**src/rtl/kfe_pkg.sv**
```systemverilog
package kfe_pkg;

    localparam int MAX_FEATURES = 1024;
    localparam int CNT_W        = $clog2(MAX_FEATURES + 1);
    localparam int SUM_W        = 48;
    localparam int TAYLOR_TERMS = 20;
    localparam int DIV_STEPS    = 8;
    localparam int SDIV_STEPS   = 18;

    localparam logic [63:0] LN2_Q58  = 64'h02C5C85FDF473DE7;
    localparam logic [63:0] ONE_Q62  = 64'h4000000000000000;
    localparam logic [63:0] REM_BIAS = 64'd24 * LN2_Q58;
    localparam logic signed [5:0] N_START = -6'sd24;

    localparam logic [1:0] MODE_LINEAR  = 2'd0;
    localparam logic [1:0] MODE_POLY    = 2'd1;
    localparam logic [1:0] MODE_GAUSS   = 2'd2;
    localparam logic [1:0] MODE_SIGMOID = 2'd3;

    localparam logic [1:0] CFG_MODE   = 2'd0;
    localparam logic [1:0] CFG_SCALE  = 2'd1;
    localparam logic [1:0] CFG_OFFSET = 2'd2;
    localparam logic [1:0] CFG_DEGREE = 2'd3;

    localparam logic [1:0]  RST_MODE   = MODE_GAUSS;
    localparam logic [23:0] RST_SCALE  = 24'd6554;
    localparam logic [23:0] RST_OFFSET = 24'd0;
    localparam logic [3:0]  RST_DEGREE = 4'd1;

    typedef struct packed {
        logic signed [15:0] x1_feature;
        logic signed [15:0] x2_feature;
        logic               last_feature;
    } t_kfe_in;

    typedef struct packed {
        logic signed [31:0] kernel_value;
        logic               saturated;
    } t_kfe_out;

    typedef enum logic [4:0] {
        DP_NOP,
        DP_ACCUM,
        DP_MULH,
        DP_MULL,
        DP_SUMT,
        DP_DISPATCH,
        DP_PMUL,
        DP_PCLAMP,
        DP_RED,
        DP_TINIT,
        DP_PP,
        DP_DLOAD,
        DP_DIV,
        DP_TACC,
        DP_GFIN,
        DP_SLOAD,
        DP_SDIV,
        DP_SFIN,
        DP_CLEAR
    } t_dp_op;

    typedef struct packed {
        t_dp_op     op;
        logic [1:0] pp_sel;
        logic [4:0] divisor;
    } t_dp_cmd;

    typedef struct packed {
        logic early;
        logic rem_ge;
    } t_dp_stat;

endpackage

```
**src/rtl/kfe_ctrl.sv**
```systemverilog
module kfe_ctrl (
    input  logic              i_clk,
    input  logic              i_rst_n,
    input  logic              i_in_valid,
    input  logic              i_in_last,
    input  logic [1:0]        i_mode,
    input  logic [3:0]        i_degree,
    input  kfe_pkg::t_dp_stat i_stat,
    input  logic              i_out_free,
    output logic              o_in_ready,
    output logic              o_out_load,
    output kfe_pkg::t_dp_cmd  o_cmd
);
    import kfe_pkg::*;

    typedef enum logic [16:0] {
        S_IDLE  = 17'd1 << 0,
        S_MULH  = 17'd1 << 1,
        S_MULL  = 17'd1 << 2,
        S_SUMT  = 17'd1 << 3,
        S_DISP  = 17'd1 << 4,
        S_PMUL  = 17'd1 << 5,
        S_PCLP  = 17'd1 << 6,
        S_RED   = 17'd1 << 7,
        S_TINIT = 17'd1 << 8,
        S_PP    = 17'd1 << 9,
        S_DLOAD = 17'd1 << 10,
        S_DIV   = 17'd1 << 11,
        S_TACC  = 17'd1 << 12,
        S_POST  = 17'd1 << 13,
        S_SDIV  = 17'd1 << 14,
        S_SFIN  = 17'd1 << 15,
        S_DONE  = 17'd1 << 16
    } t_state;

    t_state     r_state, n_state;
    logic [4:0] r_cnt, n_cnt;
    logic [4:0] r_term_i, n_term_i;

    always_ff @(posedge i_clk) begin
        if (!i_rst_n) begin
            r_state  <= S_IDLE;
            r_cnt    <= '0;
            r_term_i <= 5'd1;
        end else begin
            r_state  <= n_state;
            r_cnt    <= n_cnt;
            r_term_i <= n_term_i;
        end
    end

    always_comb begin
        n_state       = r_state;
        n_cnt         = r_cnt;
        n_term_i      = r_term_i;
        o_in_ready    = 1'b0;
        o_out_load    = 1'b0;
        o_cmd.op      = DP_NOP;
        o_cmd.pp_sel  = r_cnt[1:0];
        o_cmd.divisor = r_term_i;
        unique case (r_state)
            S_IDLE: begin
                o_in_ready = 1'b1;
                if (i_in_valid) begin
                    o_cmd.op = DP_ACCUM;
                    if (i_in_last) begin
                        n_state = S_MULH;
                    end
                end
            end
            S_MULH: begin
                o_cmd.op = DP_MULH;
                n_state  = S_MULL;
            end
            S_MULL: begin
                o_cmd.op = DP_MULL;
                n_state  = S_SUMT;
            end
            S_SUMT: begin
                o_cmd.op = DP_SUMT;
                n_state  = S_DISP;
            end
            S_DISP: begin
                o_cmd.op = DP_DISPATCH;
                if (i_stat.early) begin
                    n_state = S_DONE;
                end else if (i_mode == MODE_POLY) begin
                    n_cnt   = 5'(i_degree);
                    n_state = S_PMUL;
                end else begin
                    n_state = S_RED;
                end
            end
            S_PMUL: begin
                o_cmd.op = DP_PMUL;
                n_state  = S_PCLP;
            end
            S_PCLP: begin
                o_cmd.op = DP_PCLAMP;
                n_cnt    = r_cnt - 5'd1;
                n_state  = (r_cnt == 5'd1) ? S_DONE : S_PMUL;
            end
            S_RED: begin
                o_cmd.op = DP_RED;
                if (!i_stat.rem_ge) begin
                    n_state = S_TINIT;
                end
            end
            S_TINIT: begin
                o_cmd.op = DP_TINIT;
                n_term_i = 5'd1;
                n_cnt    = '0;
                n_state  = S_PP;
            end
            S_PP: begin
                o_cmd.op = DP_PP;
                n_cnt    = r_cnt + 5'd1;
                if (r_cnt == 5'd3) begin
                    n_state = S_DLOAD;
                end
            end
            S_DLOAD: begin
                o_cmd.op = DP_DLOAD;
                n_cnt    = '0;
                n_state  = S_DIV;
            end
            S_DIV: begin
                o_cmd.op = DP_DIV;
                n_cnt    = r_cnt + 5'd1;
                if (r_cnt == 5'(DIV_STEPS - 1)) begin
                    n_state = S_TACC;
                end
            end
            S_TACC: begin
                o_cmd.op = DP_TACC;
                n_cnt    = '0;
                if (r_term_i == 5'(TAYLOR_TERMS)) begin
                    n_state = S_POST;
                end else begin
                    n_term_i = r_term_i + 5'd1;
                    n_state  = S_PP;
                end
            end
            S_POST: begin
                n_cnt = '0;
                if (i_mode == MODE_GAUSS) begin
                    o_cmd.op = DP_GFIN;
                    n_state  = S_DONE;
                end else begin
                    o_cmd.op = DP_SLOAD;
                    n_state  = S_SDIV;
                end
            end
            S_SDIV: begin
                o_cmd.op = DP_SDIV;
                n_cnt    = r_cnt + 5'd1;
                if (r_cnt == 5'(SDIV_STEPS - 1)) begin
                    n_state = S_SFIN;
                end
            end
            S_SFIN: begin
                o_cmd.op = DP_SFIN;
                n_state  = S_DONE;
            end
            S_DONE: begin
                if (i_out_free) begin
                    o_out_load = 1'b1;
                    o_cmd.op   = DP_CLEAR;
                    n_state    = S_IDLE;
                end
            end
            default: begin
                n_state = S_IDLE;
            end
        endcase
    end

endmodule

```
**config.mk**
```make
export PLATFORM = sky130hd
export DESIGN_NAME = kfe_ctrl
export DESIGN_NICKNAME = d
export VERILOG_FILES = /design/src/rtl/kfe_pkg.sv /design/src/rtl/kfe_ctrl.sv
export SDC_FILE = /design/constraint.sdc
export NUM_CORES = 1
export LEC_CHECK = 0
export BUFFER_PORTS_ARGS = -buffer_cell sky130_fd_sc_hd__buf_4
export CORE_MARGIN = 1
export CORE_UTILIZATION = 41
export CTS_CLUSTER_DIAMETER = 60
export DETAILED_ROUTE_END_ITERATION = 10
export HOLD_SLACK_MARGIN = 0.1
export MAX_ROUTING_LAYER = met4
export PLACE_DENSITY = 0.69
export SLEW_MARGIN = 40
export SYNTH_ARGS = -nofsm -noshare
export SYNTH_HDL_FRONTEND = slang
export SYNTH_SLANG_ARGS = --single-unit
```
**constraint.sdc**
```tcl
create_clock -name i_clk -period 2.4 [get_ports i_clk]
set_input_delay 0.48 -clock i_clk [delete_from_list [all_inputs] [get_ports i_clk]]
set_output_delay 0.48 -clock i_clk [all_outputs]
set_load 0.01 [all_outputs]
```
==> results.json, run 1 <==
{
  "status": "finished, violations left",
  "violations": "negative setup slack",
  "highest_layer": "met4",
  "ys_types": 65,
  "vias": 2371,
  "die_w_um": 72.9,
  "h-tree-depth": 1,
  "setup_slack_ns": -0.407,
  "power_frac_clock": 0.206,
  "fin_cells": 417,
  "synth_top_area_frac": 0.262,
  "clock-root-buffer": "clkbuf_8",
  "hpwl_mm": 4.72,
  "pre_cts_slack_ns": -0.0907,
  "first_global_vias": 2152,
  "area_growth_pct": 47.8,
  "vdd_ir_drop_max_mv": 0.253,
  "grt_use_total": 0.255,
  "synth-edff-count": 0,
  "power.density_mw_per_mm2": 422,
  "start_util": 0.431,
  "wl_met2_mm": 3.28,
  "io_pins": 27,
  "worst_slew_pin_slew_ns": 0.617,
  "slew_viol_final": 0,
  "synthMostInstantiatedCell": "nand2_1",
  "p_seq_frac": 0.366,
  "worst_setup_path_start_kind": "flip-flop",
  "synth_warnings": 0,
  "cp_cell_sequence": "nor4_2, buf_4, nand4_1, nor4b_2, buf_4, and3b_2, o31ai_2, buf_4",
  "max-slew-margin-rel": 0.583,
  "rr_endpoint": "r_state[0]",
  "synth_ff_type": "dfxtp_1",
  "cpMostUsedCell": "buf_4",
  "drive_gt1_frac": 0.437,
  "critPathLaunch": "r_state[8]",
  "antenna_found_initial": 0,
  "cp_num_cells": 8,
  "path_buf_inv": 3,
  "grt_pass1_wl_mm": 10.0,
  "drv_cap": 0,
  "crit_family": "simple AND/OR/NAND/NOR gates",
  "synth_area_per_cell_sq_um": 7.90,
  "layout.nets": 369,
  "drt_iter0_drc": 191,
  "synthesis.area_sq_mm": 0.00206,
  "synth.area.top_cells": "dfxtp_1, nand2_1, nor2_1, ha_1, nand3_1",
  "ys_seq_elements": 27,
  "port_buffers": 26,
  "dpl.cell_count": 394,
  "r2r_setup_slack_ns": -0.34,
  "max_stage_delay_ns": 0.48,
  "p_leak_nw": 1.32,
  "hold_buffers": 0,
  "fp.dieH_um": 72.9,
  "design.core.area_sq_mm": 0.00479,
  "cp-end-kind": "output port",
  "wl_met1_mm": 2.82,
  "cts_tree": "yes",
  "path_class": "reg -> out",
  "cpMaxStageDelayCell": "nor4b_2",
  "period_needed_ns": 2.81,
  "post-route-drc-count": 0,
  "hold_viol": 0,
  "postSynthCellCount": 261,
  "hold_class": "in -> reg",
  "cp.arrival_ns": 2.33,
  "vias_per_cell": 5.69,
  "comb_power_share": 0.428,
  "cts.reportedPaths.clkPinSlew_ns": 0.09,
  "setup_viol": 6,
  "grt_max_degree": 23,
  "cts_sinks": 27,
  "fp-row-count": 25,
  "intPower_uw": 868,
  "overflow": 0,
  "power_switching_share": 0.324,
  "crit_path_end": "o_cmd[9]",
  "fin_util": 0.637,
  "finalClockSkew_ns": 0.00332,
  "finalCritPeriodShare": 1.17,
  "place_area_sq_mm": 0.00269,
  "cp_max_fo": 4,
  "wire_per_inst_um": 16.0,
  "clockBufferDepth": 2,
  "yosysTopAreaCell": "dfxtp_1",
  "stdcell_area_sq_mm": 0.00305,
  "wl_met3_um": 279,
  "synthTopCellsByCount": "nand2_1, dfxtp_1, nor2_1, nand3_1",
  "diodes": 0,
  "reg2reg_from": "r_state[2]",
  "rsz0062_at_grt": "yes",
  "cp.required_ns": 1.92,
  "synth_seq_area_share": 0.262,
  "r2r_cells": 14,
  "finalWirelength_mm": 6.68,
  "async_flop_share": 0,
  "ant_nets": 0,
  "numCtsBuffers": 3,
  "netSwitchingPower_uw": 416,
  "clk_latency_ns": 0.28,
  "first_pass_iters": 4,
  "max_clock_freq_mhz": 356,
  "die_area_sq_mm": 0.00531,
  "synthesis.nets": 279,
  "gp_congestion": 1.01
}
## per-stage QoR
stage	TNS, ns	hold slack [ns]	power (mW)
after floorplan	0	0.467	0.686
after global placement	-0.148	0.512	0.885
after detailed placement	-0.266	0.508	0.889
after CTS	-1.47	0.499	1.23
after global routing	-3.26	0.504	1.34
final	-1.55	0.494	1.28
## cells by family (layout without fill, tap and decap cells)
family | Yosys count | count (layout) | share of synthesized area
adders and majority gates | 5 | 5 | 0.0304
buffers and inverters | 24 | 113 | 0.0589
AOI/OAI and AO/OA | 56 | 56 | 0.192
DFF | 27 | 27 | 0.262
and+or+nand+nor | 140 | 140 | 0.416
muxes | 3 | 3 | 0.0146
xor gates and xnor gates | 6 | 6 | 0.0255
## tightest hold or removal path, delay by kind of cell
kind                   cells  cell delay [ns]
buffers and inverters      1             0.08
AOI/OAI and AO/OA          2             0.18
## sequential cells by signal (all words and copies together), names as in the netlist
signal,flops
r_cnt,5
r_term_i,5
r_state,17
## repair_timing
| action | CTS | global route |
|---|---|---|
| buffers inserted | 12 | 8 |
| pin swaps | 6 | 17 |
| endpoints found under the setup margin | 7 | 17 |
| gates resized for setup | 19 | 26 |
## cell usage in the layout (no fill, tap or decap), types with 4 or more instances in the layout
cell       n
a21boi_1   4
a21oi_1    8
buf_4     93
buf_6      9
dfxtp_1   19
dfxtp_2    7
ha_1       5
inv_1      7
nand2_1   25
nand2b_1   4
nand3_1    9
nand4_1    8
nor2_1    23
nor2b_1    6
nor3_1     5
nor3b_1    4
nor4_1     5
nor4_4     6
o21a_1     4
o21ai_0    5
o21ai_1    4
or2_2      6
or4_4      4
xnor2_1    4
## worst min-delay path by stage
| stage | from | to | slack (ns) | depth (start not counted) |
|---|---|---|---|---|
| detailed placement | r_cnt[4] | r_cnt[4] | 0.51 | 1 |
| global route | i_degree[2] | r_cnt[2] | 0.50 | 3 |
| CTS | i_rst_n | r_term_i[0] | 0.50 | 2 |
| global placement | r_cnt[4] | r_cnt[4] | 0.51 | 1 |
| floorplan | r_cnt[4] | r_cnt[4] | 0.47 | 1 |
| finish | i_degree[2] | r_cnt[2] | 0.49 | 3 |
## per-layer routing
layer  up-vias  global-route usage
li1       1147                   -
met1      1112               0.296
met2        86               0.432
met3        26              0.0304
met4         0               0.133
met5         -                   -
## layout make-up
cell class | count | area (sq um)
clock buffer | 4 | 45.0
fill | 410 | 1740
sequential | 27 | 553
tap | 67 | 83.8
multi-input combinational | 210 | 1540
timing repair buffer | 102 | 800
inverter | 7 | 26.3
## power by group through the flow
stage	Sequential (mW)	Combinational (mW)	Clock, mW
after floorplan	0.480	0.205	0
after global placement	0.477	0.408	0
after detailed placement	0.477	0.412	0
after CTS	0.470	0.487	0.272
after global routing	0.472	0.577	0.292
final	0.470	0.550	0.264
No activity file was read; power rests on OpenSTA's default activity.
==> run 2, diff against run 1 <==
- SETUP_SLACK_MARGIN: not set -> 0.3
==> run 2 against run 1 <==
  * The flow still finishes with violations (negative setup slack)
  * Maximum frequency up 4.3%
  * Critical path depth unchanged
  * Clock skew up 0.0039 ns
==> results.json, run 2 (synthesis results as in run 1) <==
{
  "stdcell_area_sq_mm": 0.00304,
  "largest_reg_flops": 17,
  "worst_setup_path_start_kind": "flip-flop",
  "cpMaxStageDelayCell": "dfxtp_1",
  "finalCritPeriodShare": 1.12,
  "clock-root-buffer": "clkbuf_8",
  "diodes": 0,
  "overflow": 0,
  "cts_tree": "yes",
  "setup_viol": 5,
  "h-tree-depth": 1,
  "grt_max_degree": 23,
  "max_clock_freq_mhz": 372,
  "cp.required_ns": 1.92,
  "finalClockSkew_ns": 0.00723,
  "gp_congestion": 0.918,
  "die_w_um": 72.9,
  "cp_max_fo": 6,
  "fin_hold_ws_ns": 0.445,
  "die_area_sq_mm": 0.00531,
  "whs_endpoint": "r_state[2]",
  "drv_cap": 0,
  "fp-row-count": 25,
  "first_pass_iters": 4,
  "reg_top3": "r_state (17), r_cnt (5), r_term_i (5)",
  "port_buffers": 26,
  "cp-end-kind": "output port",
  "start_util": 0.431,
  "cts.reportedPaths.clkPinSlew_ns": 0.10,
  "period_needed_ns": 2.69,
  "clockBufferDepth": 2,
  "clk_latency_ns": 0.28,
  "status": "finished, violations left",
  "vias_per_cell": 5.69,
  "place_area_sq_mm": 0.00264,
  "antenna_found_initial": 0,
  "r2r_setup_slack_ns": 0.09,
  "grt_pass1_wl_mm": 9.96,
  "hold_buffers": 0,
  "slew_viol_final": 0,
  "layout.nets": 357,
  "wire_per_inst_um": 15.9,
  "max-slew-margin-rel": 0.635,
  "first_global_vias": 2140,
  "reg2reg_from": "r_state[1]",
  "post-route-drc-count": 0,
  "cts_sinks": 27,
  "hold_viol": 0,
  "drt_iter0_drc": 115,
  "r2r_cells": 9,
  "cp_cell_sequence": "nor3_4, nand4_1, nor4_1, buf_4, a21oi_1, nand2_1, or4b_4, buf_6",
  "rr_endpoint": "r_cnt[3]",
  "final_cell_mix": "buf_4, nand2_1, nor2_1, dfxtp_1, buf_6",
  "p_leak_nw": 1.26,
  "hold_start": "r_state[2]",
  "path_class": "reg -> out",
  "hold_path_depth": 1,
  "nFillCells": 396,
  "worst_slew_pin_slew_ns": 0.541,
  "tns_ns": -0.821,
  "design.core.area_sq_mm": 0.00479,
  "pre_cts_slack_ns": -0.00595,
  "grt_use_total": 0.255,
  "max_stage_delay_ns": 0.56,
  "hold_class": "reg -> reg",
  "numCtsBuffers": 3,
  "fin_util": 0.636,
  "fp.dieH_um": 72.9,
  "vias": 2305,
  "power.density_mw_per_mm2": 423,
  "finalWirelength_mm": 6.45,
  "hpwl_mm": 4.70,
  "cp.arrival_ns": 2.21,
  "regMostFlops": "r_state",
  "violations": "negative setup slack",
  "area_growth_pct": 47.7,
  "drive_gt1_frac": 0.450,
  "final_common_cell": "buf_4",
  "setup_slack_ns": -0.291,
  "io_pins": 27,
  "ant_nets": 0,
  "rsz0062_at_grt": "yes",
  "vdd_ir_drop_max_mv": 0.247
}
==> run 2: cell types whose count changed in the layout (fill, tap and decap cells not counted), moves of 3 or more <==
cell	before	now
buf_4	93	79
dfxtp_1	19	16
nor3_2	3	0
o21ai_2	0	3
==> run 2: layout make-up <==
type,count,area [sq um],share of cell area
clock buffers,4,45.0,0.0148
flip-flops and latches,27,559,0.184
multi-input cells,210,1610,0.530
repair buffers,90,717,0.236
well taps,67,83.8,0.0275
inverters,7,26.3,0.00863
==> run 2: worst max-delay path by stage <==
stage / slack (ns) / start / to / cells after the start
global placement: 0.04 / r_state[6] / o_cmd[8] / 6
detailed placement: -0.006 / r_state[6] / o_cmd[8] / 6
global route: -0.38 / r_state[0] / o_cmd[8] / 8
floorplan: 0.15 / r_state[6] / o_cmd[7] / 6
finish: -0.29 / r_state[0] / o_cmd[8] / 8
CTS: -0.24 / r_state[2] / o_cmd[8] / 6
==> run 2: timing repair <==
action / in CTS / in global routing
gates cloned: 0 / 0
setup buffers: 12 / 6
endpoints found under the setup margin: 21 / 25
gates resized for setup: 40 / 19
pin swaps: 25 / 11
==> run 2: worst max-delay path: cells and delay by family (launching register included) <==
family / cells / cell delay [ns]
and+or+nand+nor: 5 / 0.95
AOI/OAI and AO/OA: 1 / 0.15
DFF: 1 / 0.56
buffers and inverters: 2 / 0.28
==> run 2: stage by stage <==
step | total power [mW] | instances
after CTS | 1.25 | 399
after global routing | 1.34 | 405
after detailed placement | 0.869 | 383
after floorplan | 0.697 | 261
final | 1.29 | 405
after global placement | 0.868 | 383
==> run 2: power breakdown <==
| group | total (mW) | internal (mW) | switching, mW |
|---|---|---|---|
| Clock | 0.273 | 0.120 | 0.154 |
| Sequential | 0.475 | 0.457 | 0.0185 |
| Combinational | 0.540 | 0.290 | 0.250 |
| Total | 1.29 | 0.866 | 0.422 |
==> run 2: routing by layer <==
metal	share of wire	track usage
met5	0	-
met1	0.44	0.313
met4	0.032	0.107
met2	0.48	0.427
met3	0.046	0.0249
==> run 3, diff against run 2 <==
- ABC_AREA: not set -> 1
- CORE_UTILIZATION: 41 -> 50
- PLACE_DENSITY: 0.69 -> 0.8
==> run 3 against run 2 <==
  * Non-clock buffer count is 27 lower
  * Count of clock-buffer cells in the layout is 1 lower
  * Critical path type unchanged
  * Highest routed layer unchanged
  * The flow finishes with violations (design-rule violations)
  * Die area is 4.7% lower
  * Critical endpoint unchanged
==> results.json, run 3 <==
{
  "cpMostUsedCell": "nor2_4",
  "reg_top3": "r_state (17), r_cnt (5), r_term_i (5)",
  "vias": 2606,
  "wire_per_inst_um": 15.5,
  "hold_path_depth": 2,
  "antenna_found_initial": 0,
  "nFillCells": 364,
  "design.core.area_sq_mm": 0.00447,
  "synth-adder-area-share": 0.0262,
  "clock-root-buffer": "clkbuf_8",
  "fp-row-count": 24,
  "synthMuxAreaShare": 0.00419,
  "yosysTopAreaCell": "dfxtp_1",
  "synth_seq_area_share": 0.226,
  "area_growth_pct": 30.0,
  "synth_warnings": 0,
  "cp_num_cells": 9,
  "synth-simple-area-share": 0.544,
  "dpl.cell_count": 424,
  "hold_viol": 0,
  "cp-end-kind": "output port",
  "period_needed_ns": 2.28,
  "synth-edff-count": 0,
  "rsz0062_at_grt": "yes",
  "regMostFlops": "r_state",
  "worst_setup_path_start_kind": "flip-flop",
  "largest_reg_flops": 17,
  "finalWirelength_mm": 7.18,
  "clockBufferDepth": 2,
  "cp.required_ns": 1.92,
  "synth.area.top_cells": "dfxtp_1, nand2_1, inv_1, nor2_1, nand3_1",
  "cts.reportedPaths.clkPinSlew_ns": 0.10,
  "ys_types": 37,
  "finalClockSkew_ns": 0.00405,
  "port_buffers": 26,
  "async_flop_share": 0,
  "fin_util": 0.695,
  "finalCritPeriodShare": 0.951,
  "violations": "design-rule violations",
  "overflow": 0,
  "numCtsBuffers": 3,
  "crit_family": "simple AND/OR/NAND/NOR gates",
  "grt_use_total": 0.277,
  "cpMaxStageDelayCell": "dfxtp_2",
  "synthTopCellsByCount": "nand2_1, inv_1, nor2_1, nand3_1, dfxtp_1",
  "start_util": 0.534,
  "postSynthCellCount": 355,
  "final_cell_mix": "nand2_1, buf_4, inv_1, nor2_1, nand3_1",
  "hpwl_mm": 4.53,
  "hold_buffers": 0,
  "synth_ff_type": "dfxtp_1",
  "io_pins": 27,
  "cts_sinks": 27,
  "path_buf_inv": 2,
  "worst_slew_pin_slew_ns": 0.343,
  "clk_latency_ns": 0.29,
  "synth_top_area_frac": 0.226,
  "power.density_mw_per_mm2": 741,
  "status": "finished, violations left",
  "synth_area_per_cell_sq_um": 6.74,
  "grt_max_degree": 17,
  "synth_top_family_by_area": "simple AND/OR/NAND/NOR gates",
  "r2r_cells": 12,
  "cp.arrival_ns": 1.80,
  "post-route-drc-count": 2,
  "fp.dieH_um": 71.2,
  "diodes": 0,
  "tns_ns": 0,
  "p_leak_nw": 1.59,
  "synthMostInstantiatedCell": "nand2_1",
  "h-tree-depth": 1,
  "hold_class": "in -> reg",
  "synthesis.nets": 373,
  "vias_per_cell": 5.63,
  "final_common_cell": "nand2_1",
  "synthesis.area_sq_mm": 0.00239,
  "drv_cap": 0,
  "max_stage_delay_ns": 0.36,
  "first_pass_iters": 8,
  "layout.nets": 430,
  "grt_pass1_wl_mm": 10.9,
  "max-slew-margin-rel": 0.769,
  "cp_cell_sequence": "nor2_4, nand2_4, nor2_4, buf_12, nand3_4, nor2_4, nor3_1, nand2_1, buf_4",
  "vdd_ir_drop_max_mv": 0.369,
  "first_global_vias": 2361,
  "cp_max_fo": 8,
  "fin_cells": 463,
  "gp_congestion": 0.969,
  "ys_seq_elements": 27,
  "setup_viol": 0,
  "cts_tree": "yes",
  "die_area_sq_mm": 0.00506,
  "die_w_um": 71.2,
  "synth_compound_area_frac": 0.0340,
  "drt_iter0_drc": 305,
  "slew_viol_final": 0,
  "path_class": "reg -> out",
  "synthXorXnorAreaFrac": 0.0293,
  "ant_nets": 0,
  "max_clock_freq_mhz": 438,
  "drive_gt1_frac": 0.382
}
## run 3: cell count changes after synthesis, moves of 9 or more
cell / change
inv_1: +43
nor2_2: +18
nor2_4: +10
nand2_1: +40
nand3_2: +9
nand3_1: +22
nor2_1: +23
## run 3: kinds of logic (layout without fill, tap and decap cells)
| family | Yosys count | count (layout) |
|---|---|---|
| AND/OR/NAND/NOR | 232 | 233 |
| buffers and inverters | 67 | 122 |
| flip-flops | 27 | 27 |
| AO/OA/AOI/OAI | 15 | 15 |
| XOR/XNOR | 8 | 8 |
| adder cells (fa/ha/maj) | 5 | 5 |
| multiplexers | 1 | 1 |
## run 3: metal layers
| layer | GRT usage | vias to the layer above | share of wire |
|---|---|---|---|
| li1 | - | 1243 | - |
| met1 | 0.342 | 1173 | 0.41 |
| met2 | 0.465 | 154 | 0.47 |
| met3 | 0.0313 | 36 | 0.078 |
| met4 | 0.102 | 0 | 0.035 |
| met5 | - | - | 0 |
## run 3: final cells by class
cell class              instances  area, sq um  area share
repair buffers                 63          549       0.177
inverters                      55          211      0.0680
clock inverters                 1         7.51     0.00242
multi-input cells             262         1650       0.531
flip-flops and latches         27          584       0.188
clock buffers                   3         41.3      0.0133
well taps                      52         65.1      0.0209
## run 3: power by group
group	switching, mW	total (mW)	internal [mW]
clock network	0.168	0.287	0.119
registers	0.0620	0.559	0.497
logic	0.835	1.46	0.623
## run 3: what timing repair did
item,in CTS,in global routing
setup buffers,18,15
pin swaps,11,16
cloned,1,1
endpoints found under the setup margin,6,18
resized for setup,34,25
## run 3: path summary, 6_finish.rpt
| check | startpoint | to | slack (ns) |
|---|---|---|---|
| worst max-delay path | r_state[4] | o_cmd[8] | 0.12 |
| worst min-delay path | i_rst_n | r_state[0] | 0.48 |
| worst max register to register | r_state[4] | r_state[7] | 0.28 |
| worst min register to register | r_term_i[3] | r_term_i[3] | 0.50 |
## run 3: worst register-to-register path: stages, from the launching register on
cell	delay, ns
dfxtp_2	0.36
nor2_4	0.16
nand2_4	0.08
nor2_4	0.23
buf_4	0.16
bufbuf_16	0.24
nand4_1	0.13
o21ai_0	0.17
nor2_1	0.09
nand2_1	0.20
nand2_1	0.09
nand2_1	0.08
nor2_2	0.04
## run 3: metrics by stage
stage / power (mW) / hold slack, ns / area (sq um) / setup slack (ns)
floorplan: 1.45 / 0.507 / 2390 / 0.571
global placement: 1.61 / 0.486 / 2570 / 0.302
detailed placement: 1.63 / 0.491 / 2570 / 0.281
CTS: 2.07 / 0.489 / 2870 / 0.200
global route: 2.44 / 0.500 / 3110 / 0.0318
finish: 2.30 / 0.484 / 3110 / 0.117
